**config.mk**
```make
export PLATFORM = sky130hd
export DESIGN_NAME = slrng_ram
export DESIGN_NICKNAME = d
export VERILOG_FILES = /design/src/rtl/slrng_pkg.sv /design/src/rtl/slrng_ram.sv
export SDC_FILE = /design/constraint.sdc
export NUM_CORES = 2
export LEC_CHECK = 0
export BUFFER_PORTS_ARGS = -buffer_cell sky130_fd_sc_hd__buf_2
export CAP_MARGIN = 20
export CORE_UTILIZATION = 40
export CTS_BUF_LIST = sky130_fd_sc_hd__clkbuf_16
export CTS_CLUSTER_DIAMETER = 150
export CTS_CLUSTER_SIZE = 8
export DETAILED_ROUTE_END_ITERATION = 6
export MAX_ROUTING_LAYER = met4
export PLACE_DENSITY = 0.59
export SLEW_MARGIN = 25
export SYNTH_ARGS = -nofsm -noshare
export SYNTH_HDL_FRONTEND = slang
export SYNTH_SLANG_ARGS = --single-unit
```
**constraint.sdc**
```tcl
create_clock -name clk_i -period 4.1 [get_ports clk_i]
set_input_delay 0.41 -clock clk_i [delete_from_list [all_inputs] [get_ports clk_i]]
set_output_delay 0.41 -clock clk_i [all_outputs]
set_load 0.005 [all_outputs]
```
**src/rtl/slrng_pkg.sv**
```systemverilog
// slrng_pkg: shared types and constants of the subtractive lagged generator.
// No dependencies; the interfaces and all modules import it.
package slrng_pkg;

  localparam int unsigned TableLen   = 55;
  localparam int unsigned AddrW      = 6;
  localparam int unsigned WordW      = 30;
  localparam int unsigned SeedW      = 28;
  localparam int unsigned Stride     = 21;
  localparam int unsigned WarmOffset = 30;
  localparam int unsigned LagStart   = 31;
  localparam int unsigned WarmPasses = 4;

  // partner of word j in a warm-up pass sits at (j + 31) mod 55 (0-based)
  localparam int unsigned PartnerFwd  = WarmOffset + 1;
  localparam int unsigned PartnerBack = TableLen - PartnerFwd;

  typedef logic [AddrW-1:0] addr_t;
  typedef logic [WordW-1:0] word_t;
  typedef logic [SeedW-1:0] seed_t;

  localparam word_t Modulus  = 30'd1000000000;
  localparam seed_t SeedBase = 28'd161803398;

  // one cycle of table traffic: one write port, two read ports
  typedef struct packed {
    logic  we;
    addr_t waddr;
    word_t wdata;
    logic  re;
    addr_t raddr_a;
    addr_t raddr_b;
  } ram_req_t;

endpackage

```
**src/rtl/slrng_ram.sv**
```systemverilog
// slrng_ram: 55-word lag table, one write port and two registered read ports.
// Depends on slrng_pkg.
module slrng_ram
  import slrng_pkg::*;
(
  input  logic     clk_i,
  input  ram_req_t req_i,
  output word_t    rd_a_o,
  output word_t    rd_b_o
);

  word_t mem_q [TableLen];
  word_t rd_a_q;
  word_t rd_b_q;

  // write port
  always_ff @(posedge clk_i) begin
    if (req_i.we) begin
      mem_q[req_i.waddr] <= req_i.wdata;
    end
  end

  // read ports hold their data until the next read
  always_ff @(posedge clk_i) begin
    if (req_i.re) begin
      rd_a_q <= mem_q[req_i.raddr_a];
      rd_b_q <= mem_q[req_i.raddr_b];
    end
  end

  assign rd_a_o = rd_a_q;
  assign rd_b_o = rd_b_q;

endmodule

```
==> impl_metrics.tcl <==
set metrics [dict create \
    tightest_slew_ns 1.133 \
    r2r-start "mem_q[51][29]" \
    ys_seq_elements 1710 \
    netlist_instances 3900 \
    dr.pass1.iters 5 \
    drive_gt1_frac 0.3609 \
    power_density_nw_per_um2 442.3 \
    num_rows 162 \
    fin_skew_ns 0.04346 \
    dieArea_um2 197700 \
    pre_cts_slack_ns 0.6547 \
    status "finished clean" \
    finalHoldViolCount 0 \
    ys_warn_count 0 \
    root_buffer "clkbuf_16" \
    fp.dieH_um 444.7 \
    critPathMaxFanout 30 \
    fp.coreArea_um2 194800 \
    crit_end "rd_a_o[5]" \
    setup_violations 0 \
    busiest_layer "met2" \
    grt_max_degree 92 \
    setup-tns-final_ns 0 \
    period_needed_ns 2.684 \
    yosysSeqAreaShare 0.6551 \
    layout_setup_ws_ns 1.416 \
    cts_sinks 1710 \
    drt_iter0_markers 5580 \
    post-route-period-util 0.6547 \
    startpoint "req_i[11]" \
    die_w_um 444.7 \
    p_total_mw 39.75 \
    endpoint_kind "flip-flop" \
    postCtsSetupBuffers 0 \
    synth_area_um2 78380 \
    grt.overflow.total 0 \
    syn_avg_cell_area_um2 20.10 \
    dp_hpwl_mm 147.3 \
    numCtsBuffers 231 \
    vias 43980 \
    ctsHtreeMaxLevel 4 \
    hold_path.class "in -> reg" \
    cts_tree "built" \
    routedWlPerCell_um 36.29 \
    slew_viol_final 0 \
    antenna_found_initial 32 \
    final_antenna_net_count 0 \
    syn_nets 3951 \
    grt_pass1_vias 44844 \
    critical_path_class "in -> reg" \
    cap_violations 0 \
    max_slew_margin 0.2341 \
    fin_hold_ws_ns 0.02127 \
    path_clk_slew_ns 0.05 \
    ir_drop_uv 388.1 \
    grt_util_met3 0.05061 \
    place.gp.congestion 0.8681 \
    fin_nets 4226 \
    grt_pass1_wl_mm 347.8 \
    start_util 0.4024 \
    grtUsageMet2 0.3992 \
    clk_latency_ns 0.87 \
    groute.usage.overall 0.2584 \
    fin_util 0.4614 \
    portBuffers 110 \
    leakagePower_nw 28.34 \
    viasPerCell 6.434 \
    clockBufferDepth 3 \
    start_kind "input port" \
    synth_top_area_frac 0.6551 \
    ioPinCount 111 \
    synthTopCellsByArea "edfxtp_1 66%, mux4_2 22%, mux2i_1 3.1%" \
    arrival_ns 3.42 \
    critPathRequiredTime_ns 4.84 \
    synth.distinct_cells 44 \
    use_met1 0.3440 \
    yosysTopAreaCell "edfxtp_1" \
    r2r_end "rd_b_o[29]" \
    syn2layout_area_growth_pct 14.67 \
    wl_mm 248.1 \
    reg2regPathDepth 4 \
    fmaxAchievable_mhz 372.5 \
    drc_errors 0 \
    grt_setup_unrepaired "false" \
    r2r_slack_ns 1.68 \
]
[registers in the layout, summed over array words and instances (netlist names)]
| name | cells |
|---|---|
| mem_q | 1650 |
| rd_b_o | 30 |
| rd_a_o | 30 |
[synth_stat cells, drive strengths merged]
master	number
a31oi	4
o22ai	126
nor2	76
a211o	3
or3b	1
o21ai	89
a31o	23
nand3	12
a21o	6
nor4b	5
nor2b	45
nor3	8
mux4	768
a22o	10
nand4	1
mux2i	246
a211oi	60
nand2	123
or3	28
o32a	4
and2	1
a221oi	5
a32o	3
nor4	20
o211ai	63
edfxtp	1710
a21oi	7
nand2b	10
clkbuf	105
a2111oi	4
buf	207
a22oi	33
or2	2
mux2	71
a41o	4
o221ai	8
nand3b	4
and2b	1
a311oi	4
[kinds of logic after synthesis]
family	Yosys count	synth area share
muxes	1085	0.2623
buffers and inverters	312	0.02211
DFF	1710	0.6551
and+or+nand+nor	337	0.02050
AOI/OAI and AO/OA	456	0.03996
[worst min path at each step]
stage,startpoint,endpoint,slack (ns),depth (start not counted)
floorplan,req_i[13],mem_q[0][0],0.51,0
global placement,rd_a_o[27],rd_a_o[27],0.80,1
detailed placement,rd_a_o[27],rd_a_o[27],0.80,1
CTS,req_i[12],rd_a_o[12],0.09,1
global route,req_i[38],mem_q[26][25],0.009,1
finish,req_i[38],mem_q[29][25],0.02,1
[cells in the final DEF (no fill, tap or decap), types with 63 or more instances in the layout]
cell	count
mux4_2	768
mux2_2	71
clkbuf_16	234
o21ai_0	81
mux2i_1	246
edfxtp_1	1710
buf_2	88
buf_4	196
o22ai_1	126
o211ai_1	63
nand2_1	122
[metal layers]
metal / part of all wire / vias to the layer above
met4: 0.034 / 0
li1: - / 17400
met3: 0.091 / 400
met1: 0.40 / 23840
met5: 0 / -
met2: 0.48 / 2340
[worst max-delay path, cell delays in order]
cell	delay [ns]
buf_4	0.53
nand2b_2	0.47
buf_12	0.34
o22ai_1	0.14
o21ai_0	0.14
nor4b_1	0.90
buf_4	0.28
a31o_1	0.10
[report_power, final]
group / switching (mW) / internal, mW / total, mW / leakage [nW]
logic: 1.85 / 1.30 / 3.14 / 9.91
registers: 0.114 / 19.5 / 19.6 / 15.4
clock network: 7.06 / 9.96 / 17.0 / 3.00
[through the flow]
step,cell area (µm²),instances
final,89870,6836
after global routing,89860,6832
after CTS,89720,6810
after detailed placement,83590,6563
after global placement,83560,6562
after floorplan,78380,3900
[timing repair]
item	CTS	global route
endpoints found under the hold margin	0	15
gates resized for setup	0	0
hold buffers	0	1
[final cells by class]
cell class	count	area (µm²)
Antenna cell	23	57.56
Clock buffer	234	5856
Tap cell	2624	3283
Multi-Input combinational cell	1878	25780
Clock inverter	13	282.8
Sequential cell	1710	51350
Fill cell	16110	104900
Timing Repair Buffer	354	3264
Power figures use the tool's default switching activity.
