**src/rtl/slrng_pkg.sv**
```systemverilog
// slrng_pkg: shared types and constants of the subtractive lagged generator.
// No dependencies; the interfaces and all modules import it.
package slrng_pkg;

  localparam int unsigned TableLen   = 55;
  localparam int unsigned AddrW      = 6;
  localparam int unsigned WordW      = 30;
  localparam int unsigned SeedW      = 28;
  localparam int unsigned Stride     = 21;
  localparam int unsigned WarmOffset = 30;
  localparam int unsigned LagStart   = 31;
  localparam int unsigned WarmPasses = 4;

  // partner of word j in a warm-up pass sits at (j + 31) mod 55 (0-based)
  localparam int unsigned PartnerFwd  = WarmOffset + 1;
  localparam int unsigned PartnerBack = TableLen - PartnerFwd;

  typedef logic [AddrW-1:0] addr_t;
  typedef logic [WordW-1:0] word_t;
  typedef logic [SeedW-1:0] seed_t;

  localparam word_t Modulus  = 30'd1000000000;
  localparam seed_t SeedBase = 28'd161803398;

  // one cycle of table traffic: one write port, two read ports
  typedef struct packed {
    logic  we;
    addr_t waddr;
    word_t wdata;
    logic  re;
    addr_t raddr_a;
    addr_t raddr_b;
  } ram_req_t;

endpackage

```
**src/rtl/slrng_alu.sv**
```systemverilog
// slrng_alu: shared (a - b) mod 1e9 unit for both operands below 1e9.
// Depends on slrng_pkg.
module slrng_alu
  import slrng_pkg::*;
(
  input  word_t a_i,
  input  word_t b_i,
  output word_t y_o
);

  logic [WordW:0] diff;
  logic [WordW:0] wrapped;

  // subtract, add the modulus back on borrow
  assign diff    = {1'b0, a_i} - {1'b0, b_i};
  assign wrapped = diff + {1'b0, Modulus};
  assign y_o     = diff[WordW] ? wrapped[WordW-1:0] : diff[WordW-1:0];

endmodule

```
**config.mk**
```make
export PLATFORM = sky130hd
export DESIGN_NAME = slrng_alu
export DESIGN_NICKNAME = d
export VERILOG_FILES = /design/src/rtl/slrng_pkg.sv /design/src/rtl/slrng_alu.sv
export SDC_FILE = /design/constraint.sdc
export NUM_CORES = 1
export LEC_CHECK = 0
export BUFFER_PORTS_ARGS = -buffer_cell sky130_fd_sc_hd__buf_4
export CAP_MARGIN = 40
export CORE_UTILIZATION = 56
export DETAILED_ROUTE_END_ITERATION = 12
export MAX_ROUTING_LAYER = met4
export PLACE_DENSITY = 0.95
export SYNTH_ARGS = -nofsm -noshare
export SYNTH_HDL_FRONTEND = slang
export SYNTH_SLANG_ARGS = --single-unit
export TNS_END_PERCENT = 10
```
**constraint.sdc**
```tcl
create_clock -name vclk -period 10
set_input_delay 1 -clock vclk [all_inputs]
set_output_delay 1 -clock vclk [all_outputs]
set_load 0.03 [all_outputs]
```
==> results of run 1 <==
## worst max-delay path, delay by kind of cell
kind | cells | cell delay (ns)
compound gates | 6 | 1.36
xor+xnor | 1 | 0.16
fa+ha+maj | 3 | 0.85
buf+inv | 3 | 0.29
simple gates | 3 | 0.54
## where the power goes
group | total, mW | internal (mW) | switching (mW)
Clock | 0 | 0 | 0
Combinational | 0.404 | 0.159 | 0.244
Sequential | 0 | 0 | 0
Total | 0.404 | 0.159 | 0.244
## synth_stat cells (2+ instances only)
| cell | count |
|---|---|
| nand3_1 | 9 |
| o22ai_1 | 2 |
| and3_1 | 2 |
| ha_1 | 31 |
| nor2_1 | 24 |
| nand2_1 | 26 |
| nor3_1 | 7 |
| and4_1 | 3 |
| o21a_1 | 6 |
| a31oi_1 | 4 |
| o2111ai_1 | 2 |
| o21ai_0 | 14 |
| o21bai_1 | 6 |
| xnor2_1 | 22 |
| and2_1 | 4 |
| a21oi_1 | 28 |
| nor3b_2 | 2 |
| nand2b_1 | 2 |
| or2_1 | 3 |
| or2_2 | 2 |
| a21oi_2 | 5 |
| or3_1 | 2 |
| a21boi_0 | 2 |
| nand4_1 | 2 |
| xor2_1 | 24 |
| o211ai_1 | 4 |
| o21ai_2 | 2 |
| a21boi_1 | 3 |
| a21o_1 | 5 |
| a211oi_1 | 5 |
| buf_2 | 3 |
| nor2b_1 | 6 |
| inv_1 | 39 |
| o21ai_1 | 3 |
## cell type report
type | instances | area [um^2]
well taps | 48 | 60.1
inverters | 39 | 146
multi-input cells | 282 | 2090
fillers | 280 | 783
repair buffers | 91 | 687
## how the worst max path moves through the flow
stage / to / cells past startpoint / startpoint
global placement: y_o[29] / 15 / a_i[0]
global route: y_o[24] / 15 / a_i[0]
detailed placement: y_o[29] / 16 / a_i[0]
CTS: y_o[29] / 16 / a_i[0]
floorplan: y_o[27] / 14 / a_i[0]
finish: y_o[29] / 16 / a_i[0]
## placed cells by master, fill, tap and decap left out, types with 2 or more instances in the layout
cell type and count:
o211ai_1 4, a21boi_1 3, nand3_1 9, o21bai_1 6
a21o_1 5, o21a_1 6, o21ai_1 3, nand2_1 26
ha_1 31, o21ai_2 2, and2_1 4, o21ai_0 14
o2111ai_1 2, inv_1 39, and3_1 2, a21oi_1 28
or2_2 2, buf_4 90, a21oi_2 5, xor2_1 24
nor3b_2 2, xnor2_1 22, nor3_1 7, a31oi_1 4
nand4_1 2, o22ai_1 2, or2_1 3, a211oi_1 5
nor2_1 24, nand2b_1 2, a21boi_0 2, and4_1 3
or3_1 2, nor2b_1 6
## logic make-up (layout without fill, tap and decap cells)
logic type / Yosys count / count (layout) / share of synthesized area (%)
xor gates and xnor gates: 46 / 46 / 17.8
adders and majority gates: 32 / 32 / 18.1
muxes: 2 / 2 / 0.941
buffers and inverters: 43 / 130 / 7.31
AOI/OAI and AO/OA: 105 / 105 / 34.3
and+or+nand+nor: 97 / 97 / 21.5
## layer usage
layer,part of all wire (%),GRT usage (%)
met5,0,-
met4,1.3,5.16
met3,5.2,1.91
met2,50,53.6
met1,43,34.6
## per-stage QoR
step / total power, mW / hold slack, ns / cells / utilization [%] / area [um^2]
finish: 0.404 / 2.37 / 460 / 79.2 / 2990
global route: 0.430 / 2.42 / 460 / 79.2 / 2990
CTS: 0.402 / 2.37 / 460 / 79.2 / 2990
detailed placement: 0.401 / 2.37 / 460 / 79.2 / 2990
global placement: 0.394 / 2.37 / 459 / 78.9 / 2980
floorplan: 0.275 / 2.21 / 325 / - / 2260
==> flow_summary_export.csv, run 1 <==
group,metric,value,unit
timing,worstMarginPinSlew,0.625,ns
final_layout,drive_gt1_share,27.7,%
final_layout,n_antenna_cell,0,
worst_setup_path,cp_slowest_cell,"fa_1",
synth,yosysTopAreaCell,"ha_1",
hold_path,whs_path_depth,4,
timing,clock.fmax,192,MHz
route,totalWireLength,6090,um
placed_design,pre_cts_slack,4.84,ns
hold_path,hp-start,"b_i[0]",
worst_setup_path,crit_path_end_kind,"output pin",
worst_setup_path,slowest_delay,0.41,ns
clocking,cts_setup_buffers,0,
status,status,"complete, no violations",
global_routing,grt_pass1_vias,2500,
floorplan,start_util,59.9,%
floorplan,ios,90,
timing,period_share,52.1,%
synth,seq_area_frac_synth,0,%
synth,netlist.area_leader.share,17.2,%
synth,synth_cell_type_count,55,
worst_setup_path,critPathMaxFanout,5,
route,viasPerCell,5.80,
placed_design,dpl.hpwl,5300,um
worst_setup_path,critical_path_class,"primary input to output pin",
synth,synth_nets,417,
synth,synth_cells,325,
timing,setup_viol,0,
global_routing,grt_util_all_layers,29.1,%
route,drc,0,
worst_setup_path,arrival,4.21,ns
timing,final-hold-violation-count,0,
timing,fin_ws,4.79,ns
placed_design,port_buffers,90,
floorplan,die_h,65.5,um
route,avgRoutedWirePerCell,13.2,um
timing,period_needed,5.21,ns
global_routing,grt_pass1_wl,10100,um
worst_setup_path,crit_required,9.00,ns
synth,synth.top_cells.by_area,"ha_1 17%, xor2_1 9.3%, xnor2_1 8.5%, inv_1 6.5%, a21oi_1 6.2%",
timing,slew-limit-headroom,57.2,%
clocking,post_cts_resize_count,0,
floorplan,core,0.00377,mm^2
synth,synth_area_per_cell,6.95,um^2
worst_setup_path,worstSetupStartpointType,"primary input",
power,peakVddDrop,116,uV
timing,rsz0062_at_grt,"false",
synth,yosys_warnings,0,
hold_path,hold_path_class,"primary input to output pin",
route,drt-pass1-iter-count,4,
hold_path,hold_path_end,"y_o[0]",
final_layout,fin_nets,506,
floorplan,fp.dieW,65.5,um
final_layout,area_growth,32.2,%
flow_run,drv_cap,0,
worst_setup_path,crit_chain,"buf_4 -> inv_1 -> ha_1 -> fa_1 -> nor2b_1 -> o2111ai_1 -> a21boi_2 -> o21a_1 -> nor2_1 -> ha_1 -> o211ai_1 -> nor3b_2 -> o21ai_2 -> a2111oi_4 -> xnor2_1 -> buf_4",
placed_design,finalWeightedCongestion,0.905,
timing,slew_viol_final,0,
global_routing,grt_max_degree,12,
global_routing,overflow,0,
route,drt_iter0_drc,111,
final_layout,design.seq.count,0,
final_layout,n_clock_buffer,0,
route,route.vias.total,2669,
power,power_density,135,mW/mm^2
synth,synthesis.area,0.00226,mm^2
floorplan,row_count,22,
timing,tns,0,ns
global_routing,antenna_found_initial,0,
power,leakagePower,1.48,nW
final_layout,seq_area,0,um^2
clocking,ctsHoldBuffers,0,
route,postRouteAntennaNets,0,
floorplan,dieArea,0.00429,mm^2
Note: power is estimated with default switching activity, not from simulation.
==> inputs of run 2 (changes only) <==
Settings changed: ABC_AREA from default to 1, PLACE_DENSITY 0.95 to 0.89.
Clock period 10 ns to 4.81 ns, I/O delays scaled along.
==> flow_summary_export.csv, run 2 <==
group,metric,value,unit
status,status,"complete, no violations",
timing,final-hold-violation-count,0,
final_layout,multi_input_area,0.00273,mm^2
final_layout,mostFrequentLayoutCells,"265 x nand2_1, 134 x inv_1, 91 x buf_4",
floorplan,die_h,78.6,um
flow_run,drv_cap,0,
timing,rsz0062_at_grt,"false",
floorplan,row_count,27,
final_layout,seq_area,0,um^2
worst_setup_path,crit_chain,"buf_4 -> ha_1 -> nand2_1 -> inv_1 -> nand2_1 -> nand2_1 -> nand2_1 -> nand3_4 -> nand3_1 -> nand2_1 -> nand2_1 -> nand2_1 -> a21oi_2 -> buf_4 -> mux2_1 -> buf_4",
final_layout,n_clock_buffer,0,
synth,yosys_warnings,0,
hold_path,hold_path_class,"primary input to output pin",
route,avgRoutedWirePerCell,11.8,um
placed_design,dpl.hpwl,8700,um
hold_path,hp-start,"b_i[0]",
power,leakagePower,2.59,nW
global_routing,grt_max_degree,20,
timing,worstMarginPinSlew,0.790,ns
final_layout,final_area,0.00403,mm^2
global_routing,grt_pass1_vias,3829,
clocking,post_cts_resize_count,0,
global_routing,grt_util_all_layers,33.8,%
timing,setup_viol,0,
worst_setup_path,cp_slowest_cell,"a21oi_2",
synth,synth_nets,765,
timing,period_share,80.2,%
worst_setup_path,crit_family,"simple AND/OR/NAND/NOR gates",
synth,yosysTopAreaCell,"nand2_1",
final_layout,fin_nets,855,
final_layout,fillers,532,
route,drc,0,
worst_setup_path,critPathMostFrequentCell,"nand2_1",
floorplan,fp.dieW,78.6,um
final_layout,n_antenna_cell,0,
route,totalWireLength,9800,um
hold_path,whs_path_depth,4,
final_layout,design.seq.count,0,
worst_setup_path,crit_required,4.33,ns
worst_setup_path,critPathMaxFanout,19,
placed_design,port_buffers,90,
clocking,ctsHoldBuffers,0,
power,peakVddDrop,177,uV
floorplan,start_util,58.9,%
synth,synth_area_per_cell,4.88,um^2
synth,synth_cell_type_count,34,
final_layout,drive_gt1_share,18.1,%
synth,seq_area_frac_synth,0,%
worst_setup_path,arrival,3.38,ns
synth,synth_cells,673,
placed_design,finalWeightedCongestion,0.955,
route,viasPerCell,5.18,
final_layout,layout_commonest_cell,"nand2_1",
synth,yosys.cell_count.top_type,"nand2_1",
final_layout,area_growth,22.7,%
synth,netlist.area_leader.share,30.3,%
global_routing,grt_pass1_wl,16700,um
timing,slew_viol_final,0,
floorplan,core,0.00557,mm^2
global_routing,antenna_found_initial,0,
route,drt_iter0_drc,254,
timing,clock.fmax,259,MHz
synth,synth.top_cells.by_area,"nand2_1 30%, inv_1 15%, ha_1 12%, nand3_1 8.8%, nor2_1 6.1%",
clocking,cts_setup_buffers,0,
power,power_density,207,mW/mm^2
route,postRouteAntennaNets,0,
route,drt-pass1-iter-count,5,
synth,synthesis.area,0.00328,mm^2
synth,synthTopCellsByCount,"265 x nand2_1, 134 x inv_1, 58 x nand3_1",
worst_setup_path,slowest_delay,0.64,ns
placed_design,placed_area,0.00403,mm^2
hold_path,hold_path_end,"y_o[0]",
worst_setup_path,worstSetupStartpointType,"primary input",
floorplan,dieArea,0.00617,mm^2
worst_setup_path,crit_path_end_kind,"output pin",
worst_setup_path,cp_num_buf_inv,4,
timing,tns,0,ns
timing,period_needed,3.86,ns
route,route.vias.total,4318,
floorplan,ios,90,
timing,slew-limit-headroom,47.3,%
global_routing,overflow,0,
worst_setup_path,critical_path_class,"primary input to output pin",
-- run 2: changes by cell type after synthesis, sizes merged, moves of 9 or more --
cell   change
inv      +101
nand2    +260
nand3     +52
nand4      +9
nor2      +39
o21ai      -9
xnor2     -21
-- run 2: per-layer routing --
metal / share of wire, % / GRT usage [%] / vias up
met2: 45 / 57.0 / 170
met1: 48 / 46.8 / 1904
met5: 0 / - / -
met4: 0.74 / 2.59 / 0
met3: 6.2 / 0.581 / 10
li1: - / - / 2234
-- run 2: kinds of logic (layout without fill, tap and decap cells) --
| family | Yosys count | count (layout) | synth area share (%) |
|---|---|---|---|
| XOR/XNOR | 19 | 19 | 5.07 |
| adder cells (fa/ha/maj) | 32 | 32 | 12.4 |
| multiplexers | 1 | 1 | 0.343 |
| AO/OA/AOI/OAI | 41 | 41 | 7.28 |
| AND/OR/NAND/NOR | 437 | 437 | 58.0 |
| buffers and inverters | 143 | 231 | 16.8 |
-- run 2: how the worst max path moves through the flow --
stage          slack [ns]      end  cells past startpoint   start
2_1_floorplan        1.68  y_o[19]                     18  a_i[0]
3_5_place_dp         1.01  y_o[10]                     16  a_i[7]
3_3_place_gp         1.06  y_o[10]                     16  a_i[7]
4_1_cts              1.00  y_o[10]                     16  a_i[7]
6_report             0.95  y_o[10]                     16  a_i[7]
5_1_grt              0.74  y_o[10]                     16  a_i[7]
-- run 2: worst min-delay path, stage by stage --
cell and delay [ns]:
buf_4 0.08, ha_1 0.10, inv_1 0.03, buf_4 0.15
-- run 2: metrics by stage --
step	power [mW]	setup slack, ns	hold WS [ns]	instances	utilization [%]
after global routing	0.914	0.737	1.35	833	72.3
after global placement	0.808	1.06	1.33	833	72.3
after detailed placement	0.822	1.01	1.33	833	72.3
after floorplan	0.577	1.68	1.18	673	-
final	0.834	0.950	1.33	833	72.3
after CTS	0.825	1.00	1.33	833	72.3
-- run 2: final cells by class --
| class | instances | share of cell area [%] |
|---|---|---|
| timing repair buffer | 91 | 17.0 |
| multi-input combinational | 530 | 67.8 |
| tap | 72 | 2.24 |
| inverter | 140 | 13.0 |
-- run 2: where the power goes --
part | switching (mW) | internal (mW)
clock network | 0 | 0
registers | 0 | 0
logic | 0.540 | 0.294
